===== config.mk =====
export PLATFORM = sky130hd
export DESIGN_NAME = pvt_ram
export DESIGN_NICKNAME = d
export VERILOG_FILES = /design/src/sv/pvt_ram.sv
export SDC_FILE = /design/constraint.sdc
export NUM_CORES = 2
export LEC_CHECK = 0
export ABC_AREA = 1
export BUFFER_PORTS_ARGS = -buffer_cell sky130_fd_sc_hd__buf_4
export CORE_MARGIN = 5
export CORE_UTILIZATION = 50
export DETAILED_ROUTE_END_ITERATION = 6
export PLACE_DENSITY_LB_ADDON = 0.25
export SYNTH_ARGS = -nofsm -noshare
export SYNTH_HDL_FRONTEND = slang
export SYNTH_SLANG_ARGS = --single-unit

===== constraint.sdc =====
create_clock -name clock -period 7.6 [get_ports clock]
set_input_delay 0.76 -clock clock [delete_from_list [all_inputs] [get_ports clock]]
set_output_delay 0.76 -clock clock [all_outputs]
set_load 0.05 [all_outputs]

===== src/sv/pvt_ram.sv =====
module pvt_ram #(
   parameter int unsigned Width = 64,
   parameter int unsigned Depth = 64
) (
   input  logic                     clock,
   input  logic                     wr_en,
   input  logic [$clog2(Depth)-1:0] wr_addr,
   input  logic [Width-1:0]         wr_data,
   input  logic [$clog2(Depth)-1:0] rd_addr,
   output logic [Width-1:0]         rd_data
);

   logic [Width-1:0] mem [Depth];

   always_ff @(posedge clock) begin
      if (wr_en) begin
         mem[wr_addr] <= wr_data;
      end
      rd_data <= mem[rd_addr];
   end

endmodule


# Yosys cells after proc, flatten, opt, wreduce, memory -nomap -nowiden
# Memory sizes are Yosys's and may differ from the RTL's. A register that Yosys moved wholly into a read port is not among the register bits.
# Cells that the tools add are included.
[op_classes] bitwise_logic=0 order_cmp=0 reduce_logical=0 shift=0 n_div=0 multipliers=0 n_eq_ne=0 addsub=0 muxes=2
[op_table] op="$mux 1" count=2
[totals] romBits=0 mem_bits_rw=4096 regBits=0 input_bits=78 latch_bits=0 output_inout_bits=64 wordCells=3 mem_count=1
[memory_table] name="mem" words=64 width=64 rd=1 rd_ports_with_merged_regs=1 wr=1 line_no="13" text="logic [Width-1:0] mem [Depth];"

# Logic depth before layout (Yosys ltp)
[logic_depth] depth_word=2 mapped_depth=13 mapped_depth_nobuf=9

# Least setup slack after synthesis
# No wires, ideal clock.
[synth_timing] kind="input -> register" from="input wr_en" to="memory mem[48][0], enable pin" slack_ns=-0.442 path_buffers=1 t_required_ns=6.954 path_stages=3 arrival_time_ns=7.396 setup_time_ns=0.646 cell_sequence="clkbuf_1 -> nand4_1 -> nor4_1"
[synth_via] elab_chain_cells=2
[synth_rtl] item="start: declaration" line_no="6" text="input logic wr_en,"
[synth_rtl] item="$mux 1" line_no="16" text="if (wr_en) begin"
[synth_rtl] item="$mux 1 (not written as such)" line_no="17" text="mem[wr_addr] <= wr_data;"
[synth_rtl] item="end: declaration" line_no="13"
# Every way passes these cells.

# Worst setup path in the final report
[layout_timing] from="input wr_addr[0]" to="memory mem[46][24], enable pin"
[layout_rtl] item="start: declaration" line_no="7" text="input logic [$clog2(Depth)-1:0] wr_addr,"
# Straight into the memory's write port.

==> impl_metrics.env <==
export IMPL_outcome="finished, violations left"
export IMPL_violations="design-rule violations"
export IMPL_antenna_left=0
export IMPL_synth_flop_cell="edfxtp_1"
export IMPL_synth_nets=13500
export IMPL_synthArstFlopShare=0
export IMPL_drc_errors=1
export IMPL_fin_setup_tns_ns=0
export IMPL_yosys_area_top_type="edfxtp_1"
export IMPL_worstSetupPathType="input pin to register"
export IMPL_synth_most_common_cell="nand2_1"
export IMPL_finalSetupViolCount=0
export IMPL_synth_fa_ha_area_frac=0
export IMPL_muxShareOfSynthArea=0
export IMPL_multi_input_comb_area_mm2=0.0366
export IMPL_path_max_fanout=20
export IMPL_worst_path_buf_inv=3
export IMPL_cts_root_buf="clkbuf_16"
export IMPL_grt_pass1_wl_um=724000
export IMPL_fp_dieH_um=585
export IMPL_clock_sinks=4160
export IMPL_wl_per_cell_um=28.0
export IMPL_synth_cells=13400
export IMPL_synth_compound_area_frac=0
export IMPL_clk_latency_ns=0.96
export IMPL_slew_viol_final=0
export IMPL_synth_top_family_by_area="simple AND/OR/NAND/NOR gates"
export IMPL_worstHoldStart="rd_addr[5]"
export IMPL_hold_class="input pin to register"
export IMPL_grt_total_usage=0.288
export IMPL_arrival_ns=3.80
export IMPL_via_count=110000
export IMPL_areaGrowthSynthToFinish_pct=11.2
export IMPL_grt_max_degree=238
export IMPL_power_mw=49.2
export IMPL_syn_area_per_cell_um2=12.3
export IMPL_cts_tree="built"
export IMPL_synth_edf_count=4096
export IMPL_worstSetupStartpointType="input pin"
export IMPL_dieArea_mm2=0.342
export IMPL_min_path_cells=3
export IMPL_die_w_um=585
export IMPL_rows=211
export IMPL_cp_common_cell="buf_4"
export IMPL_slew_headroom=0.116
export IMPL_synth_warnings=0
export IMPL_grt_ovfl_total=0
export IMPL_grt_pass1_vias=103000
export IMPL_fp_coreArea_mm2=0.330
export IMPL_vias_per_cell=6.12
export IMPL_min_period_over_period=0.423
export IMPL_finClkSkew_ns=0.0534
export IMPL_crit_reg2reg_capture="rd_data[4]"
export IMPL_rrSetupSlack_ns=5.93
export IMPL_end_kind="register"
export IMPL_utilization=0.557
export IMPL_ys_top_cells_by_count="nand2_1, edfxtp_1, nand3_1"
export IMPL_cts_made_buffers=410
export IMPL_ys_types=16
export IMPL_maxClockFrequency_mhz=311
export IMPL_finalHoldViolCount=0
export IMPL_io_pins=142
export IMPL_synth_simple_area_share=0.219
export IMPL_p_per_area_mw_per_mm2=268
export IMPL_gp_congestion=0.823
export IMPL_dp_cells=17200
export IMPL_cp_top_family="simple AND/OR/NAND/NOR gates"
export IMPL_slowest_stage="nor2_4"
export IMPL_syn_cell_area_mm2=0.165
export IMPL_required_ns=8.18
export IMPL_fin_cells=18000
export IMPL_first_pass_iters=7
export IMPL_cts_hold_buf=0
export IMPL_htreeDepth=5
export IMPL_drive_gt1_frac=0.0749
export IMPL_clock_path_buffers=4
export IMPL_io_buffers=141
export IMPL_cts_setup_buffers=0
export IMPL_drt_initial_drc_count=15900
export IMPL_start_util=0.501
export IMPL_clkTransAtPathRegs_ns=0.06
export IMPL_min_to="rd_data[27]"
export IMPL_drv_cap=0
export IMPL_synth_xor_area_share=0
export IMPL_antenna_found_initial=22
export IMPL_synthTopCellsByArea="edfxtp_1, nand3_1, nand2_1"
export IMPL_rsz0062_at_grt="false"
export IMPL_min_period_ns=3.22
export IMPL_placed_area_mm2=0.170
export IMPL_register_area_mm2=0.124
export IMPL_synth_top_area_share=0.744
export IMPL_nNetsFinal=13300
export IMPL_critPathMaxStageDelay_ns=1.21
export IMPL_ys_seq_area_frac=0.752
export IMPL_fin_area_mm2=0.184
export IMPL_ff2ff_path_depth=8
export IMPL_p_leak_nw=64.1
export IMPL_routed_wirelength_um=504000
export IMPL_nFillCells=26100
export IMPL_path_cells="buf_4 -> inv_1 -> nand4_1 -> nor2_4 -> buf_4"
export IMPL_dp_hpwl_um=242000
export IMPL_synth_seq_cells=4160
export IMPL_tightest_slew_ns=1.33
export IMPL_ir_worst_vdd_mv=0.260
export IMPL_cts_resized=0
export IMPL_worstReg2RegStart="mem[19][4]"
## per-stage QoR
step	hold WS [ns]	setup slack (ns)
after floorplan	0.721	-0.442
after global placement	0.790	3.55
after detailed placement	0.776	3.51
after CTS	0.234	4.54
after global routing	0.278	4.38
final	0.298	4.38
## state kept, by name, indices dropped and copies added, names as in the netlist
name,cells
rd_data,64
mem,4096
## cell families (layout without fill, tap and decap cells)
kind of cell | after synthesis | in the layout
flops | 4160 | 4160
buf+inv | 909 | 1108
simple gates | 8336 | 8336
other cells | 0 | 14
## where the power goes
| group | internal [mW] | total (mW) | switching, mW |
|---|---|---|---|
| registers | 25.4 | 25.5 | 0.106 |
| logic | 0.676 | 2.92 | 2.24 |
| clock network | 12.0 | 20.8 | 8.75 |
| total | 38.1 | 49.2 | 11.1 |
## worst reg2reg max path, stage by stage, from the launching register on
cell and delay (ns):
edfxtp_1 0.35, nand2_1 0.07, nand3_1 0.15, nand3_1 0.16, nand3_1 0.10, nand3_1 0.09
nand2_1 0.15, nand2_1 0.20, nand2_1 0.22
## layout by cell type (no fill, tap or decap)
cell / count
buf_12: 69
buf_16: 1
buf_4: 260
buf_8: 4
bufinv_16: 45
clkbuf_1: 78
clkbuf_16: 420
clkbuf_8: 32
clkinv_1: 69
clkinv_16: 7
clkinv_2: 66
clkinv_4: 10
clkinv_8: 5
clkinvlp_4: 20
dfxtp_1: 64
diode_2: 14
edfxtp_1: 4096
inv_1: 6
inv_16: 5
inv_4: 1
inv_6: 6
inv_8: 4
nand2_1: 4416
nand3_1: 3847
nand4_1: 9
nor2_4: 56
nor4_2: 8
## cell type report
type / count / share of cell area
antenna: 14 / 0.000191
clock buffer: 530 / 0.0612
clock inverter: 232 / 0.0141
inverter: 12 / 0.000558
multi-input combinational: 8336 / 0.199
sequential: 4160 / 0.676
tap: 4366 / 0.0297
timing repair buffer: 334 / 0.0186
## per-layer routing
layer | wire length, µm | global-route usage | vias to the layer above
met2 | 231000 | 0.446 | 6881
met3 | 57000 | 0.0549 | 1160
met1 | 193000 | 0.406 | 54400
met4 | 23100 | 0.116 | 10
met5 | 59 | 0 | -
li1 | - | - | 47600
## worst max path at each step
| stage | depth (start not counted) | start | end |
|---|---|---|---|
| after floorplan | 3 | wr_en | mem[48][0] |
| after global placement | 5 | wr_addr[0] | mem[46][18] |
| after detailed placement | 5 | wr_addr[0] | mem[12][54] |
| after CTS | 5 | wr_addr[0] | mem[12][34] |
| after global routing | 10 | rd_addr[1] | rd_data[45] |
| final | 5 | wr_addr[0] | mem[46][24] |
Note: power is estimated with default switching activity, not from simulation.
