### config.mk
export PLATFORM = sky130hd
export DESIGN_NAME = pvt_edge_len
export DESIGN_NICKNAME = d
export VERILOG_FILES = /design/src/sv/pvt_pkg.sv /design/src/sv/pvt_edge_len.sv
export SDC_FILE = /design/constraint.sdc
export NUM_CORES = 2
export LEC_CHECK = 0
export BUFFER_PORTS_ARGS = -buffer_cell sky130_fd_sc_hd__buf_2
export CORE_ASPECT_RATIO = 0.8
export CORE_UTILIZATION = 25
export DETAILED_ROUTE_END_ITERATION = 8
export PLACE_DENSITY = 0.39
export SYNTH_ARGS = -nofsm -noshare
export SYNTH_HDL_FRONTEND = slang
export SYNTH_SLANG_ARGS = --single-unit
### constraint.sdc
create_clock -name clock -period 18 [get_ports clock]
set_clock_uncertainty 0.05 [all_clocks]
set_input_delay 0.9 -clock clock [delete_from_list [all_inputs] [get_ports clock]]
set_output_delay 0.9 -clock clock [all_outputs]
set_load 0.02 [all_outputs]
### src/sv/pvt_pkg.sv
package pvt_pkg;

   localparam int unsigned CoordWidth = 32;
   localparam int unsigned PerimWidth = 39;
   localparam int unsigned RootWidth = 34;

   typedef enum logic [1:0] {
      STATUS_ADDED     = 2'd0,
      STATUS_DUPLICATE = 2'd1,
      STATUS_NO_EDGE   = 2'd2,
      STATUS_FULL      = 2'd3
   } status_type;

   typedef enum logic [0:0] {
      CMD_APPEND = 1'b0,
      CMD_INSERT = 1'b1
   } command_type;

   typedef struct packed {
      logic [CoordWidth-1:0] x;
      logic [CoordWidth-1:0] y;
   } point_type;

   // handshake between the sequencer and the edge length unit
   typedef struct packed {
      logic start;
      logic [CoordWidth-1:0] dx;
      logic [CoordWidth-1:0] dy;
   } len_req_type;

   typedef struct packed {
      logic done;
      logic [RootWidth-1:0] root;
   } len_rsp_type;

endpackage

### src/sv/pvt_edge_len.sv
module pvt_edge_len (
   input  logic                 clock,
   input  logic                 reset,
   input  pvt_pkg::len_req_type len_req,
   output pvt_pkg::len_rsp_type len_rsp
);

   localparam int unsigned RW = pvt_pkg::RootWidth;
   localparam int unsigned SW = 2 * RW;
   localparam int unsigned CW = pvt_pkg::CoordWidth;

   typedef enum logic [3:0] {
      L_IDLE = 4'b0001,
      L_SQX  = 4'b0010,
      L_SQY  = 4'b0100,
      L_ROOT = 4'b1000
   } len_state_type;

   len_state_type state_ff, state_in;
   logic [CW-1:0] dx_ff, dx_in, dy_ff, dy_in;
   logic [SW-1:0] rem_ff, rem_in;
   logic [RW-1:0] root_ff, root_in;
   logic [$clog2(RW)-1:0] step_ff, step_in;
   logic [CW-1:0] sq_op;
   logic [2*CW-1:0] sq_prod;
   logic [SW-1:0] sq;
   logic [SW-1:0] rem_sh;
   logic [RW+1:0] trial;
   logic [RW+1:0] rtop;
   logic [RW+1:0] tsub;

   // one 32x32 square per cycle
   assign sq_op = (state_ff == L_SQX) ? dx_ff : dy_ff;
   assign sq_prod = sq_op * sq_op;
   assign sq = SW'(sq_prod);

   // restoring square root, one result bit per cycle over the 68 bit radicand
   always_comb begin
      rtop = (RW+2)'(rem_ff >> (2 * step_ff));
      trial = {root_ff, 2'b01};
      tsub = rtop - trial;
      rem_sh = '0;
   end

   always_comb begin
      state_in = state_ff;
      dx_in = dx_ff;
      dy_in = dy_ff;
      rem_in = rem_ff;
      root_in = root_ff;
      step_in = step_ff;
      len_rsp.done = 1'b0;
      len_rsp.root = root_ff;
      case (state_ff)
         L_IDLE: begin
            if (len_req.start) begin
               dx_in = len_req.dx;
               dy_in = len_req.dy;
               state_in = L_SQX;
            end
         end
         L_SQX: begin
            rem_in = sq;
            state_in = L_SQY;
         end
         L_SQY: begin
            rem_in = rem_ff + sq;
            root_in = '0;
            step_in = ($clog2(RW))'(RW - 1);
            state_in = L_ROOT;
         end
         L_ROOT: begin
            root_in = {root_ff[RW-2:0], 1'b0};
            if (rtop >= trial) begin
               rem_in = rem_ff - (SW'(trial) << (2 * step_ff));
               root_in = {root_ff[RW-2:0], 1'b1};
            end
            if (step_ff == '0) begin
               state_in = L_IDLE;
            end else begin
               step_in = step_ff - 1'b1;
            end
         end
         default: state_in = L_IDLE;
      endcase
      if (state_ff == L_ROOT && step_ff == '0) begin
         len_rsp.done = 1'b1;
         len_rsp.root = root_in;
      end
   end

   always_ff @(posedge clock) begin
      if (reset) begin
         state_ff <= L_IDLE;
      end else begin
         state_ff <= state_in;
      end
      dx_ff <= dx_in;
      dy_ff <= dy_in;
      rem_ff <= rem_in | rem_sh;
      root_ff <= root_in;
      step_ff <= step_in;
   end

   unused_tsub_a: assert property (@(posedge clock) disable iff (reset)
      (state_ff == L_ROOT && rtop >= trial) |-> (tsub <= rtop))
      else $error("root trial subtract wrapped");

   done_root_a: assert property (@(posedge clock) disable iff (reset)
      len_rsp.done |=> state_ff == L_IDLE)
      else $error("length unit did not return to idle");

   start_idle_a: assert property (@(posedge clock) disable iff (reset)
      (state_ff == L_IDLE && len_req.start) |=> state_ff == L_SQX)
      else $error("length unit missed a start");

endmodule
## Word-level counts from Yosys, hierarchy flattened

Index checks and enable logic that the tools add are counted.

| storage, ports and cells | value |
|---|---|
| ROM bits | 0 |
| bits in writable memories | 0 |
| logic and storage cells | 40 |
| output and inout bits | 35 |
| memories kept | 0 |
| bits of input ports | 67 |
| register bits after elaboration | 176 |
| bits in latches | 0 |

| cells by class | value |
|---|---|
| equal/unequal tests | 8 |
| multiplexer cells | 11 |
| $mul | 1 |
| bitwise logic cells | 0 |
| add/sub/neg operators | 3 |
| div/mod/pow operators | 0 |
| reductions and logical operators | 8 |
| shift-type cells | 2 |
| magnitude comparators | 1 |

Operator list:

| operator | count |
|---|---|
| 68-bit case mux with 3 select lines | 1 |
| 68-bit by 64-bit adder with 68-bit output | 1 |
| 68-bit two-way mux | 1 |
| 34-bit case mux with 2 select lines | 1 |
| 36-bit by 7-bit left shift with 68-bit output | 1 |
| 68-bit by 7-bit >> shifter with 36-bit output | 1 |
| 68-bit subtractor | 1 |
| 32-bit by 32-bit multiplier with 64-bit output | 1 |
| 36-bit greater-or-equal comparator | 1 |
| 35-bit two-way mux | 1 |
| 32-bit two-way mux | 1 |
| 4-bit case mux with 4 select lines | 1 |
| 6-bit case mux with 2 select lines | 1 |
| 4-bit two-way mux | 2 |
| 2-bit inequality test (second input constant) | 4 |
| 2-bit AND reduction | 4 |
| 6-bit logical NOT | 1 |
| 6-bit two-way mux | 1 |
| 6-bit by 1-bit subtractor with 6-bit output (second input constant) | 1 |
| 4-bit by 1-bit equality test with 1-bit output (second input constant) | 1 |
| 4-bit by 2-bit equality test with 1-bit output (second input constant) | 1 |
| 4-bit by 3-bit equality test with 1-bit output (second input constant) | 1 |
| 4-bit equality test (second input constant) | 1 |
| 3-bit nonzero test | 1 |
| other kinds (3) | 3 |

## Longest topological paths before layout

| depth | value |
|---|---|
| depth in word-level cells | 5 |
| mapped depth | 52 |
| gate-level depth less buffers | 45 |

## Worst setup path before layout

OpenSTA, ideal clock, no wires.

| timing path | value |
|---|---|
| path type | register to register |
| from | reg state_ff[1] |
| to | reg rem_ff[67] (data pin) |
| library setup time | 0.148 ns |
| period minus slack after synthesis | 12.864 ns |
| required time | 17.802 ns |
| buffers on the path | 5 |
| arrival time | 12.666 ns |
| cell stages (with the launch flop) | 46 |
| path slack | 5.136 ns |
| cell sequence | dfxtp_1 -> buf_2 -> nor4b_4 -> clkbuf_1 -> buf_1 -> mux2i_1 -> clkbuf_1 -> nor2_1 -> fa_1 -> inv_1 -> fa_1 -> inv_1 -> fa_1 -> inv_1 -> fa_1 -> inv_1 -> fa_1 -> fa_1 -> (+10 left out) -> nor4_4 -> nand4_2 -> or4_1 -> or3_1 -> a32oi_1 -> ha_1 -> nand2_1 -> o21ai_0 -> a21o_1 -> a21o_1 -> a21oi_1 -> nor3b_1 -> o311ai_0 -> nand3_1 -> a31oi_1 -> and3_1 -> or3_1 -> mux2i_1 |

| between the ends | value |
|---|---|
| longest elaborated chain between the ends | 5 |
| elaborated cells between the ends (all ways) | 7 |
| classes of those cells | 1 x add/sub; 1 x mul; 3 x eq/ne; 2 x mux |

Ends and longest elaborated chain:

| what | line | source |
|---|---|---|
| start: declaration | pvt_edge_len.sv:19 | `len_state_type state_ff, state_in;` |
| start signal: assignment | pvt_edge_len.sv:96 | `state_ff <= state_in;` |
| 4-bit by 2-bit equality test with 1-bit output | pvt_edge_len.sv:33, pvt_edge_len.sv:54 |  |
| 32-bit two-way mux | pvt_edge_len.sv:33 | `assign sq_op = (state_ff == L_SQX) ? dx_ff : dy_ff;` |
| 32-bit by 32-bit multiplier with 64-bit output | pvt_edge_len.sv:34 | `assign sq_prod = sq_op * sq_op;` |
| 68-bit by 64-bit adder with 68-bit output | pvt_edge_len.sv:67 | `rem_in = rem_ff + sq;` |
| 68-bit case mux with 3 select lines (*) | pvt_edge_len.sv:54 | `case (state_ff)` |
| end signal: assignment | pvt_edge_len.sv:100 | `rem_ff <= rem_in \| rem_sh;` |
| end: declaration | pvt_edge_len.sv:21 | `logic [SW-1:0] rem_ff, rem_in;` |

Every way passes the cells marked *; elsewhere a longest branch is shown, timed or not.
A chain may end at the register's enable or synchronous reset.

## Final worst setup path

| timing path | value |
|---|---|
| from | reg state_ff[0] |
| to | reg rem_ff[51] (data pin) |

| between the ends | value |
|---|---|
| longest elaborated chain between the ends | 5 |
| elaborated cells between the ends (all ways) | 7 |
| classes of those cells | 1 x add/sub; 1 x mul; 3 x eq/ne; 2 x mux |

Ends and longest elaborated chain:

| what | line |
|---|---|
| 4-bit by 2-bit equality test with 1-bit output | pvt_edge_len.sv:33, pvt_edge_len.sv:54 |
| 32-bit two-way mux | pvt_edge_len.sv:33 |
| 32-bit by 32-bit multiplier with 64-bit output | pvt_edge_len.sv:34 |
| 68-bit by 64-bit adder with 68-bit output | pvt_edge_len.sv:67 |
| 68-bit case mux with 3 select lines (*) | pvt_edge_len.sv:54 |
| named net rem_in[51] | pvt_edge_len.sv:21 |

The timed path passes the listed nets; every way through them passes the cells marked *.

==> out/qor.yml <==
yosys:
  postSynthNetCount: 6757
  avg_cell_area_syn_um2: 8.646
  synth_top_flop_cell: "edfxtp_1"
  ys.warnings.count: 0
  edff_count_synth: 138
  synth.ff_latch_count: 176
  syn-cell-area_um2: 47700
  synth-seq-area-share_pct: 10.28
  synth_async_sr_flop_share_pct: 0
  synth.lib_cells_used.distinct: 81
  synthCells: 5517
outcome:
  outcome: "completed"
timing:
  post-route-period-util_pct: 91.73
  fmaxAchievable_mhz: 60.56
  drv_slew: 0
  setup_viol: 0
  setup_total_negative_slack_ns: 0
  max_slew.worst_pin.slew_ns: 1.227
  timing.max_slew.rel_slack_pct: 17.62
  period_needed_ns: 16.51
  rsz_0062_raised_after_global_routing: "false"
  hold_violation_count_in_the_final_report: 0
worst_hold_path:
  worstHoldPathType: "input pin to flip-flop"
worst_setup_path:
  cp_common_cell: "fa_1"
  cp_data_arrival_time_ns: 16.72
  crit_path_end_kind: "flip-flop"
  critPathSlowestCell: "clkinv_1"
  criticalPathCategory: "flip-flop to flip-flop"
  critical_path.top_delay_family: "adder cells"
  setup.reg_to_reg.worst_slack_ns: 1.49
  cp_data_required_time_ns: 18.21
  largest_fanout_on_the_critical_path: 32
  critPathBufInv: 8
  cp-start-kind: "flip-flop"
  delay_of_the_slowest_critical_path_stage_ns: 0.88
clock_network:
  cts_setup_buffers: 0
  cts.clk_slew.worst_paths_ns: 0.09
  cts_root_buffer: "clkbuf_16"
  cts.htree.levels: 4
  cts_hold_buf: 0
  clk_latency_ns: 0.55
  ctsLongestPathBuffers: 2
  cts-buffers-inserted: 17
  cts_resized: 0
  clock-sinks: 176
  clock_tree_from_tritoncts: "done"
grt:
  groute.usage.overall_pct: 19.66
  grt_pass1_vias: 41310
  wire_length_of_the_first_global_routing_pass_um: 279800
  initial_antenna_violation_count: 3
  grt_overflow: 0
  maximum_number_of_pins_on_one_net_before_global_route_repair: 77
die:
  row_count: 143
  floorplan.core_area_um2: 189700
  floorplan.die_area_um2: 192600
  die-width_um: 490.4
  floorplan.initialDensity_pct: 25.15
  pin_count: 102
  chipHeight_um: 392.7
final_layout:
  final_nets: 6674
  syn_to_final_growth_pct: 8.241
  drive_gt1_share_pct: 6.995
place:
  placement.io_buffers: 101
  finalWeightedCongestion: 0.9373
  dp_hpwl_um: 151600
drt:
  drt-wirelength-per-cell_um: 23.42
  route.final.wire_length_um: 187100
  postRouteAntennaNets: 0
  detail_route.drc_violations: 0
  num_vias: 39030
  drt_first_pass_iters: 5
  drt-initial-drc-count: 3518
  route.detailed.vias_per_inst: 4.887
flow_run:
  maxCapViolCount: 0
-- cells in the final DEF (no fill, tap or decap), drive strengths merged, types with 12 or more instances in the layout --
master	netlist	layout
nor2b	38	38
o21ai	217	217
buf	46	178
nand2	596	596
and2	29	29
mux2i	117	117
edfxtp	138	138
a22oi	39	39
nand4	52	52
clkinv	12	15
nor3	72	72
nor2	471	471
inv	1046	1057
nor4	24	24
a21o	86	86
clkbuf	234	18
o31ai	16	16
o21a	25	25
a211oi	56	56
a31oi	31	31
xor2	57	57
or3	27	27
ha	370	370
nand2b	32	32
mux2	67	67
dfxtp	38	38
nand3	58	58
mux4	47	47
o22ai	52	52
fa	803	803
and4	12	12
xnor2	96	96
a21oi	268	268
and3	16	16
o21bai	28	28
-- registers in the layout (all words and copies together) (netlist names) --
name      count
dx_ff        32
dy_ff        32
rem_ff       68
root_ff      34
state_ff      4
step_ff       6
-- cell families (layout without fill, tap and decap cells) --
group                    Yosys count  count (layout)  synth area share (%)
flip-flops                       176             176                 10.28
XOR/XNOR                         153             153                 2.809
buffers and inverters           1338            1268                 10.53
adder cells (fa/ha/maj)         1173            1173                 43.41
other                              0               3                     0
AND/OR/NAND/NOR                 1473            1473                 13.69
multiplexers                     231             231                 6.256
AO/OA/AOI/OAI                    973             973                 13.02
-- layout make-up --
cell class	instances	area, um2
diodes	3	7.507
multi-input cells	4003	37900
clock inverters	14	135.1
inverters	1058	3973
fillers	20660	138000
well taps	2537	3174
flip-flops and latches	176	4905
clock buffers	18	450.4
repair buffers	178	1084
-- cells in the mapped netlist, drive strengths merged, types with 56 or more instances --
cell    count  area (um2)
a211oi     56       420.4
a21o       86       645.6
a21oi     268        1341
clkbuf    234       878.3
edfxtp    138        4144
fa        803       16080
ha        370        4629
inv      1046        3926
mux2       67       754.5
mux2i     117        1171
nand2     596        2237
nand3      58       290.3
nor2      471        1768
nor3       72       360.4
o21ai     217        1086
xnor2      96       840.8
xor2       57       499.2
-- per-stage QoR --
step,std cells,worst slack [ns],util (%),instance area (um2),hold WS (ns)
2_1_floorplan,5517,5.136,-,47700,0.4458
3_3_place_gp,7952,1.779,26.91,51040,0.5244
3_5_place_dp,7952,1.703,26.91,51040,0.5213
4_1_cts,7984,1.622,27.22,51620,0.4239
5_1_grt,7984,0.7254,27.22,51620,0.4485
6_report,7987,1.488,27.22,51630,0.4815
-- routing by layer --
metal,up-vias,GRT usage (%),part of all wire (%)
li1,17820,-,-
met1,19950,28.93,49
met2,1147,30.05,43
met3,113,3.749,6.7
met4,2,2.925,1.3
met5,-,0,0.0069
-- path summary, 6_finish.rpt --
| path | end | cells past startpoint | startpoint |
|---|---|---|---|
| max reg2reg | rem_ff[51] | 44 | state_ff[0] |
| min reg2reg | root_ff[29] | 2 | root_ff[29] |
| min | dy_ff[14] | 1 | len_req[14] |
| max | rem_ff[51] | 44 | state_ff[0] |
Power is left out: the tool's default activity adds up to more than one toggle a clock period on the data nets, which glitch-free logic cannot reach.
